`src/sv/sorted_coo_to_csr_writer_core_assert.svh`:
```
// ----------------------------------------------------------------------------
// Assertion macros for the sorted COO to CSR writer
// Implication and next-cycle checks, empty under synthesis.
// ----------------------------------------------------------------------------
`ifndef SORTED_COO_TO_CSR_WRITER_CORE_ASSERT_SVH
`define SORTED_COO_TO_CSR_WRITER_CORE_ASSERT_SVH

`ifndef SYNTHESIS
`define SCTW_ASSERT_IMP(label, clk, rst, ante, cons) \
   label: assert property (@(posedge clk) disable iff (rst) (ante) |-> (cons)) \
      else $error("assertion failed");
`define SCTW_ASSERT_NXT(label, clk, rst, ante, cons) \
   label: assert property (@(posedge clk) disable iff (rst) (ante) |=> (cons)) \
      else $error("assertion failed");
`else
`define SCTW_ASSERT_IMP(label, clk, rst, ante, cons)
`define SCTW_ASSERT_NXT(label, clk, rst, ante, cons)
`endif

`endif

```
`src/sv/sctw_pkg.sv`:
```
// ----------------------------------------------------------------------------
// sctw_pkg
// Codes, register indexes and shared types of the COO to CSR writer.
// ----------------------------------------------------------------------------
`default_nettype none

package sctw_pkg;

   localparam logic [1:0] OP_START = 2'd0;
   localparam logic [1:0] OP_ENTRY = 2'd1;
   localparam logic [1:0] OP_END   = 2'd2;

   localparam logic [1:0] KIND_RUN   = 2'd0;
   localparam logic [1:0] KIND_EDGE  = 2'd1;
   localparam logic [1:0] KIND_ERROR = 2'd2;
   localparam logic [1:0] KIND_DONE  = 2'd3;

   localparam logic [1:0] ERR_NONE     = 2'd0;
   localparam logic [1:0] ERR_ORDER    = 2'd1;
   localparam logic [1:0] ERR_RANGE    = 2'd2;
   localparam logic [1:0] ERR_MISMATCH = 2'd3;

   localparam logic [2:0] CSR_ROW_COUNT   = 3'd0;
   localparam logic [2:0] CSR_COLUMN_COUNT = 3'd1;
   localparam logic [2:0] CSR_EXPECTED_NNZ = 3'd2;
   localparam logic [2:0] CSR_TRANSPOSE    = 3'd3;
   localparam logic [2:0] CSR_ENTRY_LIMIT  = 3'd4;

   typedef struct packed {
      logic [31:0] row_count;
      logic [31:0] column_count;
      logic [31:0] expected_nonzeros;
      logic        transpose_mode;
      logic [31:0] entry_limit;
   } cfg_type;

   typedef struct packed {
      logic [1:0]  result_kind;
      logic [31:0] offset_value;
      logic [33:0] run_length;
      logic [31:0] edge_target;
      logic [63:0] weight_out;
      logic [1:0]  error_code;
      logic        last_of_run;
   } result_type;

endpackage

`default_nettype wire

```
`src/sv/sorted_coo_to_csr_writer_core.sv`:
```
// ----------------------------------------------------------------------------
// sorted_coo_to_csr_writer_core
// The input register holds an item from acceptance; each of its results is
// loaded from the step logic into the result register when that is free.
// Two results of one item go one after the other through the single result
// register port, which sets the rate; a new item is taken as the held one ends.
// Reset: synchronous; clears stream state, registers to reset values, no item.
// ----------------------------------------------------------------------------
`default_nettype none

`include "sorted_coo_to_csr_writer_core_assert.svh"

module sorted_coo_to_csr_writer_core
   import sctw_pkg::*;
#(
   parameter int INDEX_BITS = 32
)
(
   input  wire logic        clock,
   input  wire logic        reset,
   input  wire logic        csr_write_enable,
   input  wire logic [2:0]  csr_index,
   input  wire logic [31:0] csr_write_data,
   input  wire logic        req_valid,
   output logic             req_ready,
   input  wire logic [1:0]  req_opcode,
   input  wire logic [31:0] req_row_number,
   input  wire logic [31:0] req_column_number,
   input  wire logic [63:0] req_entry_weight,
   output logic             rsp_valid,
   input  wire logic        rsp_ready,
   output logic [1:0]       rsp_result_kind,
   output logic [31:0]      rsp_offset_value,
   output logic [33:0]      rsp_run_length,
   output logic [31:0]      rsp_edge_target,
   output logic [63:0]      rsp_weight_out,
   output logic [1:0]       rsp_error_code,
   output logic             rsp_last_of_run
);

   cfg_type cfg;

   logic        in_valid_ff;
   logic        in_valid_in;
   logic [1:0]  opcode_ff;
   logic [31:0] row_ff;
   logic [31:0] column_ff;
   logic [63:0] weight_ff;
   logic        beat_ff;
   logic        beat_in;

   logic [31:0]           prev_index_ff;
   logic [INDEX_BITS-1:0] edges_seen_ff;
   logic [31:0]           line_counter_ff;
   logic                  limit_reached_ff;
   logic [31:0]           prev_index_in;
   logic [INDEX_BITS-1:0] edges_seen_in;
   logic [31:0]           line_counter_in;
   logic                  limit_reached_in;

   logic [1:0]  result_count;
   result_type  step_result;
   result_type  rsp_result;
   logic        is_last;
   logic        out_free;
   logic        step_fire;
   logic        item_done;
   logic        req_take;
   logic        rsp_final;

   sctw_cfg u_cfg (
      .clock            (clock),
      .reset            (reset),
      .csr_write_enable (csr_write_enable),
      .csr_index        (csr_index),
      .csr_write_data   (csr_write_data),
      .cfg              (cfg)
   );

   sctw_step #(
      .INDEX_BITS (INDEX_BITS)
   ) u_step (
      .opcode           (opcode_ff),
      .row_number       (row_ff),
      .column_number    (column_ff),
      .entry_weight     (weight_ff),
      .cfg              (cfg),
      .beat             (beat_ff),
      .prev_index       (prev_index_ff),
      .edges_seen       (edges_seen_ff),
      .line_counter     (line_counter_ff),
      .limit_reached    (limit_reached_ff),
      .result_count     (result_count),
      .result           (step_result),
      .is_last          (is_last),
      .prev_index_in    (prev_index_in),
      .edges_seen_in    (edges_seen_in),
      .line_counter_in  (line_counter_in),
      .limit_reached_in (limit_reached_in)
   );

   assign step_fire = in_valid_ff && ((result_count == 2'd0) || out_free);
   assign item_done = step_fire && ((result_count == 2'd0) || is_last);
   assign req_ready = !reset && (!in_valid_ff || item_done);
   assign req_take  = req_valid && req_ready;

   sctw_out u_out (
      .clock      (clock),
      .reset      (reset),
      .load       (step_fire && (result_count != 2'd0)),
      .result     (step_result),
      .rsp_ready  (rsp_ready),
      .out_free   (out_free),
      .rsp_valid  (rsp_valid),
      .rsp_result (rsp_result)
   );

   always_comb begin
      in_valid_in = req_take || (in_valid_ff && !item_done);
      beat_in     = beat_ff;
      if (item_done) begin
         beat_in = 1'b0;
      end else if (step_fire) begin
         beat_in = 1'b1;
      end
   end

   always_ff @(posedge clock) begin
      if (reset) begin
         in_valid_ff      <= 1'b0;
         beat_ff          <= 1'b0;
         prev_index_ff    <= 32'd0;
         edges_seen_ff    <= '0;
         line_counter_ff  <= 32'd1;
         limit_reached_ff <= 1'b0;
      end else begin
         in_valid_ff <= in_valid_in;
         beat_ff     <= beat_in;
         if (item_done) begin
            prev_index_ff    <= prev_index_in;
            edges_seen_ff    <= edges_seen_in;
            line_counter_ff  <= line_counter_in;
            limit_reached_ff <= limit_reached_in;
         end
      end
   end

   always_ff @(posedge clock) begin
      if (req_take) begin
         opcode_ff <= req_opcode;
         row_ff    <= req_row_number;
         column_ff <= req_column_number;
         weight_ff <= req_entry_weight;
      end
   end

   assign rsp_result_kind  = rsp_result.result_kind;
   assign rsp_offset_value = rsp_result.offset_value;
   assign rsp_run_length   = rsp_result.run_length;
   assign rsp_edge_target  = rsp_result.edge_target;
   assign rsp_weight_out   = rsp_result.weight_out;
   assign rsp_error_code   = rsp_result.error_code;
   assign rsp_last_of_run  = rsp_result.last_of_run;

   assign rsp_final = rsp_valid &&
                      (rsp_result_kind == KIND_DONE || rsp_result_kind == KIND_ERROR);

   `SCTW_ASSERT_IMP(a_beat_needs_item, clock, reset, beat_ff, in_valid_ff)
   `SCTW_ASSERT_NXT(a_take_starts_beat0, clock, reset, req_take, in_valid_ff && !beat_ff)
   `SCTW_ASSERT_IMP(a_final_kinds_last, clock, reset, rsp_final, rsp_last_of_run)

endmodule

`default_nettype wire

```
`src/sv/sctw_cfg.sv`:
```
// ----------------------------------------------------------------------------
// sctw_cfg
// Configuration registers written through the CSR port.
// ----------------------------------------------------------------------------
`default_nettype none

module sctw_cfg
   import sctw_pkg::*;
(
   input  wire logic        clock,
   input  wire logic        reset,
   input  wire logic        csr_write_enable,
   input  wire logic [2:0]  csr_index,
   input  wire logic [31:0] csr_write_data,
   output cfg_type          cfg
);

   cfg_type cfg_ff;
   cfg_type cfg_in;

   always_comb begin
      cfg_in = cfg_ff;
      if (csr_write_enable) begin
         case (csr_index)
            CSR_ROW_COUNT:    cfg_in.row_count         = csr_write_data;
            CSR_COLUMN_COUNT: cfg_in.column_count      = csr_write_data;
            CSR_EXPECTED_NNZ: cfg_in.expected_nonzeros = csr_write_data;
            CSR_TRANSPOSE:    cfg_in.transpose_mode    = csr_write_data[0];
            CSR_ENTRY_LIMIT:  cfg_in.entry_limit       = csr_write_data;
            default:          cfg_in = cfg_ff;
         endcase
      end
   end

   always_ff @(posedge clock) begin
      if (reset) begin
         cfg_ff.row_count         <= 32'd1;
         cfg_ff.column_count      <= 32'd1;
         cfg_ff.expected_nonzeros <= 32'd0;
         cfg_ff.transpose_mode    <= 1'b0;
         cfg_ff.entry_limit       <= 32'd0;
      end else begin
         cfg_ff <= cfg_in;
      end
   end

   assign cfg = cfg_ff;

endmodule

`default_nettype wire

```
`src/sv/sctw_step.sv`:
```
// ----------------------------------------------------------------------------
// sctw_step
// Result of one beat of a held item, result count and next stream state.
// ----------------------------------------------------------------------------
`default_nettype none

module sctw_step
   import sctw_pkg::*;
#(
   parameter int INDEX_BITS = 32
)
(
   input  wire logic [1:0]            opcode,
   input  wire logic [31:0]           row_number,
   input  wire logic [31:0]           column_number,
   input  wire logic [63:0]           entry_weight,
   input  wire cfg_type               cfg,
   input  wire logic                  beat,
   input  wire logic [31:0]           prev_index,
   input  wire logic [INDEX_BITS-1:0] edges_seen,
   input  wire logic [31:0]           line_counter,
   input  wire logic                  limit_reached,
   output logic [1:0]                 result_count,
   output result_type                 result,
   output logic                       is_last,
   output logic [31:0]                prev_index_in,
   output logic [INDEX_BITS-1:0]      edges_seen_in,
   output logic [31:0]                line_counter_in,
   output logic                       limit_reached_in
);

   localparam logic [31:0] IDX_MASK = 32'((64'd1 << INDEX_BITS) - 64'd1);

   logic [31:0] key;
   logic [31:0] key0;
   logic        in_order;
   logic        in_range;
   logic        skip;
   logic [31:0] target;
   logic [31:0] line_next;
   logic [33:0] end_sum;
   logic [33:0] end_bound;
   logic        end_over;
   logic [33:0] end_len;
   logic [33:0] start_len;
   logic [31:0] edge_word;
   result_type  first_r;
   result_type  last_r;

   always_comb begin
      key       = cfg.transpose_mode ? column_number : row_number;
      key0      = key - 32'd1;
      in_order  = key > prev_index;
      in_range  = (row_number != 32'd0) && (row_number <= cfg.row_count) &&
                  (column_number != 32'd0) && (column_number <= cfg.column_count);
      skip      = key0 > prev_index;
      target    = (cfg.transpose_mode ? row_number - 32'd1
                   : column_number - 32'd1 + cfg.row_count) & IDX_MASK;
      line_next = line_counter + 32'd1;
      edge_word = 32'(edges_seen);
      end_sum   = {2'b00, cfg.row_count} + {2'b00, cfg.column_count};
      end_bound = cfg.transpose_mode ? {2'b00, cfg.column_count} : end_sum - 34'd1;
      end_over  = (!cfg.transpose_mode && end_sum == 34'd0) ||
                  (end_bound > {2'b00, prev_index});
      end_len   = end_over ? end_bound - {2'b00, prev_index} + 34'd1 : 34'd1;
      start_len = (cfg.transpose_mode && cfg.row_count > 32'd1)
                  ? {2'b00, cfg.row_count} : 34'd1;

      first_r          = '0;
      last_r           = '0;
      result_count     = 2'd0;
      prev_index_in    = prev_index;
      edges_seen_in    = edges_seen;
      line_counter_in  = line_counter;
      limit_reached_in = limit_reached;

      case (opcode)
         OP_START: begin
            result_count       = 2'd1;
            last_r.result_kind = KIND_RUN;
            last_r.run_length  = start_len;
            prev_index_in      = 32'd0;
            edges_seen_in      = '0;
            line_counter_in    = 32'd1;
            limit_reached_in   = 1'b0;
         end
         OP_ENTRY: begin
            if (!limit_reached) begin
               if (!in_order) begin
                  result_count       = 2'd1;
                  last_r.result_kind = KIND_ERROR;
                  last_r.error_code  = ERR_ORDER;
               end else if (!in_range) begin
                  result_count       = 2'd1;
                  last_r.result_kind = KIND_ERROR;
                  last_r.error_code  = ERR_RANGE;
               end else begin
                  result_count        = skip ? 2'd2 : 2'd1;
                  first_r.result_kind = KIND_RUN;
                  first_r.offset_value = edge_word;
                  first_r.run_length  = {2'b00, key0 - prev_index};
                  last_r.result_kind  = KIND_EDGE;
                  last_r.edge_target  = target;
                  last_r.weight_out   = entry_weight;
                  prev_index_in       = key0;
                  edges_seen_in       = edges_seen + 1'b1;
                  line_counter_in     = line_next;
                  limit_reached_in    = (cfg.entry_limit != 32'd0) &&
                                        (line_next >= cfg.entry_limit);
               end
            end
         end
         OP_END: begin
            result_count         = 2'd2;
            first_r.result_kind  = KIND_RUN;
            first_r.offset_value = edge_word;
            first_r.run_length   = end_len;
            last_r.result_kind   = KIND_DONE;
            last_r.offset_value  = edge_word;
            last_r.error_code    = (edge_word != cfg.expected_nonzeros)
                                   ? ERR_MISMATCH : ERR_NONE;
         end
         default: begin
            result_count = 2'd0;
         end
      endcase

      is_last            = (result_count != 2'd2) || beat;
      result             = (!beat && result_count == 2'd2) ? first_r : last_r;
      result.last_of_run = is_last;
   end

endmodule

`default_nettype wire

```
`src/sv/sctw_out.sv`:
```
// ----------------------------------------------------------------------------
// sctw_out
// Result register between the step logic and the response channel.
// ----------------------------------------------------------------------------
`default_nettype none

module sctw_out
   import sctw_pkg::*;
(
   input  wire logic clock,
   input  wire logic reset,
   input  wire logic load,
   input  wire result_type result,
   input  wire logic rsp_ready,
   output logic      out_free,
   output logic      rsp_valid,
   output result_type rsp_result
);

   logic       valid_ff;
   logic       valid_in;
   result_type result_ff;

   assign out_free = !valid_ff || rsp_ready;
   assign valid_in = load || (valid_ff && !rsp_ready);

   always_ff @(posedge clock) begin
      if (reset) begin
         valid_ff <= 1'b0;
      end else begin
         valid_ff <= valid_in;
      end
   end

   always_ff @(posedge clock) begin
      if (load) begin
         result_ff <= result;
      end
   end

   assign rsp_valid  = valid_ff;
   assign rsp_result = result_ff;

endmodule

`default_nettype wire
```
`config.mk`:
```
export PLATFORM = sky130hd
export DESIGN_NAME = sorted_coo_to_csr_writer_core
export DESIGN_NICKNAME = d
export VERILOG_FILES = /design/src/sv/sctw_pkg.sv /design/src/sv/sorted_coo_to_csr_writer_core.sv /design/src/sv/sctw_cfg.sv /design/src/sv/sctw_step.sv /design/src/sv/sctw_out.sv
export VERILOG_INCLUDE_DIRS = /design/src /design/src/sv
export SDC_FILE = /design/constraint.sdc
export NUM_CORES = 2
export LEC_CHECK = 0
export BUFFER_PORTS_ARGS = -buffer_cell sky130_fd_sc_hd__buf_4
export CAP_MARGIN = 20
export CORE_MARGIN = 5
export CORE_UTILIZATION = 55
export CTS_CLUSTER_SIZE = 14
export DETAILED_ROUTE_END_ITERATION = 8
export PLACE_DENSITY = 0.72
export REMOVE_ABC_BUFFERS = 1
export SYNTH_ARGS = -nofsm -noshare
export SYNTH_HDL_FRONTEND = slang
export SYNTH_SLANG_ARGS = --single-unit
```
`constraint.sdc`:
```
create_clock -name clock -period 19.05 [get_ports clock]
set_input_delay 3.81 -clock clock [delete_from_list [all_inputs] [get_ports clock]]
set_output_delay 3.81 -clock clock [all_outputs]
set_load 0.03 [all_outputs]
```
==> results.yml <==
outcome:
  outcome: "finished clean"
synth:
  synth.most_common_cell: "nand2_1"
  synth_top_cell_by_area: "edfxtp_1"
  ys_types: 87
  ys_seq_area_share_pct: 39.6
  synth_top_cells_by_area: "edfxtp_1 (26%), dfxtp_1 (13%), ha_1 (12%), nand2_1 (5.5%), a21oi_1 (5.3%)"
  yosys_most_used_dff: "edfxtp_1"
  ys_seq_elements: 526
  netlist_top_cells_count: "nand2_1 (497), a21oi_1 (359), ha_1 (330), inv_1 (303), edfxtp_1 (297)"
  synth.top_cell.area_share_pct: 26.2
  synth_warnings: 0
  mappedNetlistArea_um2: 34100
  synth_edf_count: 297
  avgSynthCellArea_um2: 9.05
  synth-async-reset-ratio_pct: 0
  synth_cells: 3766
die:
  die_w_um: 259
  start_util_pct: 55.4
  coreArea_um2: 61500
  die_h_um: 259
  io_pins: 339
  rows: 91
  fp.dieArea_um2: 67000
setup_path:
  reg2reg_to: "u_out.rsp_result[114]$_DFFE_PP_"
  cp_num_cells: 24
  cp_cell_sequence: "buf_4 -> mux2i_1 -> o21ai_1 -> o21bai_1 -> nor4_1 -> nand3_1 -> or3_1 -> or2_2 -> nor2_1 -> nand3_1 -> xnor2_1 -> ha_1 -> and3_1 -> and3_1 -> a21oi_1 -> o21ai_0 -> mux2_2 -> o21ai_0 -> buf_4 -> o41ai_1 -> a21boi_1 -> o21ai_2 -> a21oi_1 -> buf_4"
  crit_path_end_kind: "primary output"
  critPathSlowestCell: "o41ai_1"
  r2r_start: "u_cfg.cfg[32]$_SDFFE_PP0P_"
  rr_worst_depth: 23
  path_class: "reg -> out"
  cpLargestDelayFamily: "simple AND/OR/NAND/NOR gates"
  critPathRequiredTime_ns: 15.24
  start_kind: "flop"
  r2r_setup_slack_ns: 9.70
  cp_max_fo: 69
  cpMostUsedCell: "buf_4"
  critPathBufInv: 3
  worstSetupStartpoint: "u_cfg.cfg[32]$_SDFFE_PP0P_"
  cpPeakStageDelay_ns: 0.77
  arrival_ns: 8.22
drt:
  top_layer_used: "met4"
  drtAntennaViolNets: 0
  initialDrtViolationCount: 2182
  routed_via_density: 5.84
  dr.pass1.iters: 6
  drcViolationCount: 0
  vias: 28500
  routed_wl_um: 100000
  route.met2.wl_um: 46800
  drt-met1-wl_um: 43000
  avgRoutedWirePerCell_um: 20.5
  met3_length_um: 6840
timing:
  max_slew_margin_pct: 27.3
  fin_ws_ns: 7.02
  max_freq_mhz: 83.1
  tightest_slew_ns: 1.09
  finalCritPeriodShare_pct: 63.1
  report.final.slew_viol_count: 0
  finalHoldViolations: 0
  period_needed_ns: 12.03
  rsz0062_at_grt: "false"
  skew_ns: 0.0179
  tns_ns: 0
  setup-violations-final: 0
flow_run:
  maxCapViolations: 0
pwr:
  power_density_nw_per_um2: 79.1
  ir_worst_vdd_v: 0.0000846
  p_leak_nw: 15.3
  power.total_w: 0.00312
global_routing:
  overflow: 0
  grt_usage_pct: 28.9
  grt_pass1_vias: 27400
  grt_antenna_before_repair: 0
  grt_pass1_wl_um: 154000
  grt_max_degree: 82
cts:
  clock_path_buffers: 3
  ctsHoldBuffers: 0
  cts_made_buffers: 57
  insertion_delay_ns: 0.64
  cts_resized: 0
  cts_post_setup_buffers_inserted: 0
  clock-sinks: 526
  root_buffer: "clkbuf_16"
  cts_tree: "built"
  clkTransAtPathRegs_ns: 0.06
  h-tree-depth: 2
hold_path:
  holdCritPathClass: "reg -> reg"
  hold_start: "prev_index_ff[16]$_SDFFE_PP0P_"
  min_path_cells: 2
  hold_path_end: "prev_index_ff[16]$_SDFFE_PP0P_"
layout:
  drive_gt1_share_pct: 12.8
  fin_nets: 4568
  area_growth_pct: 15.6
placed_design:
  dpl.hpwl_um: 77600
  dp_worst_setup_slack_ns: 7.73
  gp_congestion: 0.966
  io_buffers: 338
==> flip-flops by register name (all words and copies together) (netlist names) <==
signal / count
u_out.rsp_result: 167
u_out.rsp_valid: 1
beat_ff: 1
u_cfg.cfg: 129
opcode_ff: 2
row_ff: 32
line_counter_ff: 32
edges_seen_ff: 32
column_ff: 32
weight_ff: 64
in_valid_ff: 1
prev_index_ff: 32
limit_reached_ff: 1
==> where the power goes <==
group / total [W] / switching [W] / internal, W
combinational: 0.000637 / 0.000375 / 0.000261
clock: 0.00121 / 0.000478 / 0.000733
sequential: 0.00127 / 0.0000283 / 0.00124
total: 0.00312 / 0.000882 / 0.00224
==> worst register-to-register path: stages, from the launching register on <==
cell      delay, ns
dfxtp_4        0.75
buf_4          0.65
mux2i_1        0.44
o21ai_1        0.17
o21bai_1       0.27
nor4_1         0.47
nand3_1        0.18
or3_1          0.48
or2_2          0.35
nor2_1         0.26
nand3_1        0.15
xnor2_1        0.25
ha_1           0.34
and3_1         0.24
a221oi_1       0.32
o21ai_0        0.19
mux2_2         0.29
o21ai_0        0.10
buf_4          0.20
o41a_1         0.19
a221oi_4       0.07
nor2_4         0.80
buf_4          0.77
buf_4          0.93
==> placed cells by master, fill, tap and decap left out, drive strengths merged, types with 71 or more instances in the layout <==
| master | Yosys | layout |
|---|---|---|
| clkbuf | 117 | 80 |
| edfxtp | 297 | 297 |
| nor2 | 207 | 207 |
| ha | 330 | 330 |
| dfxtp | 229 | 229 |
| xnor2 | 190 | 190 |
| nand2 | 497 | 497 |
| nor3 | 78 | 78 |
| inv | 304 | 306 |
| o21ai | 171 | 171 |
| nor4 | 71 | 71 |
| a21o | 75 | 75 |
| buf | 24 | 365 |
| xor2 | 80 | 80 |
| and2 | 112 | 112 |
| a21oi | 359 | 359 |
==> worst max-delay path by stage <==
stage | endpoint
floorplan | u_out.rsp_result[0]$_DFFE_PP_
global placement | req_ready
detailed placement | req_ready
CTS | req_ready
global route | req_ready
finish | req_ready
==> stage by stage <==
stage | util, % | instance area (um2) | hold slack [ns] | std cells
after global routing | 64.1 | 39400 | 0.470 | 4886
final | 64.1 | 39400 | 0.454 | 4887
after floorplan | - | 33500 | 0.436 | 3625
after detailed placement | 60.7 | 37300 | 0.447 | 4779
after CTS | 64.0 | 39400 | 0.455 | 4885
after global placement | 60.7 | 37300 | 0.441 | 4779
==> per-layer routing <==
layer,global-route usage [%],vias up
met1,39.8,13500
met5,0,-
met4,9.19,0
met3,3.46,155
met2,47.9,962
li1,-,13900
==> final cells by class <==
| type | instances | area [um2] |
|---|---|---|
| timing repair buffer | 365 | 2760 |
| clock inverter | 26 | 444 |
| tap | 790 | 988 |
| multi-input combinational | 2795 | 18900 |
| sequential | 526 | 13500 |
| fill | 5334 | 22100 |
| antenna | 1 | 2.50 |
| clock buffer | 80 | 1620 |
| inverter | 304 | 1140 |
==> cell families after synthesis <==
family          synth area share, %
simple gates                   18.3
mux                            1.29
flops                          39.6
xor+xnor                       6.94
compound gates                 15.6
fa+ha+maj                      13.2
buf+inv                        5.01
Note: power is estimated with default switching activity, not from simulation.
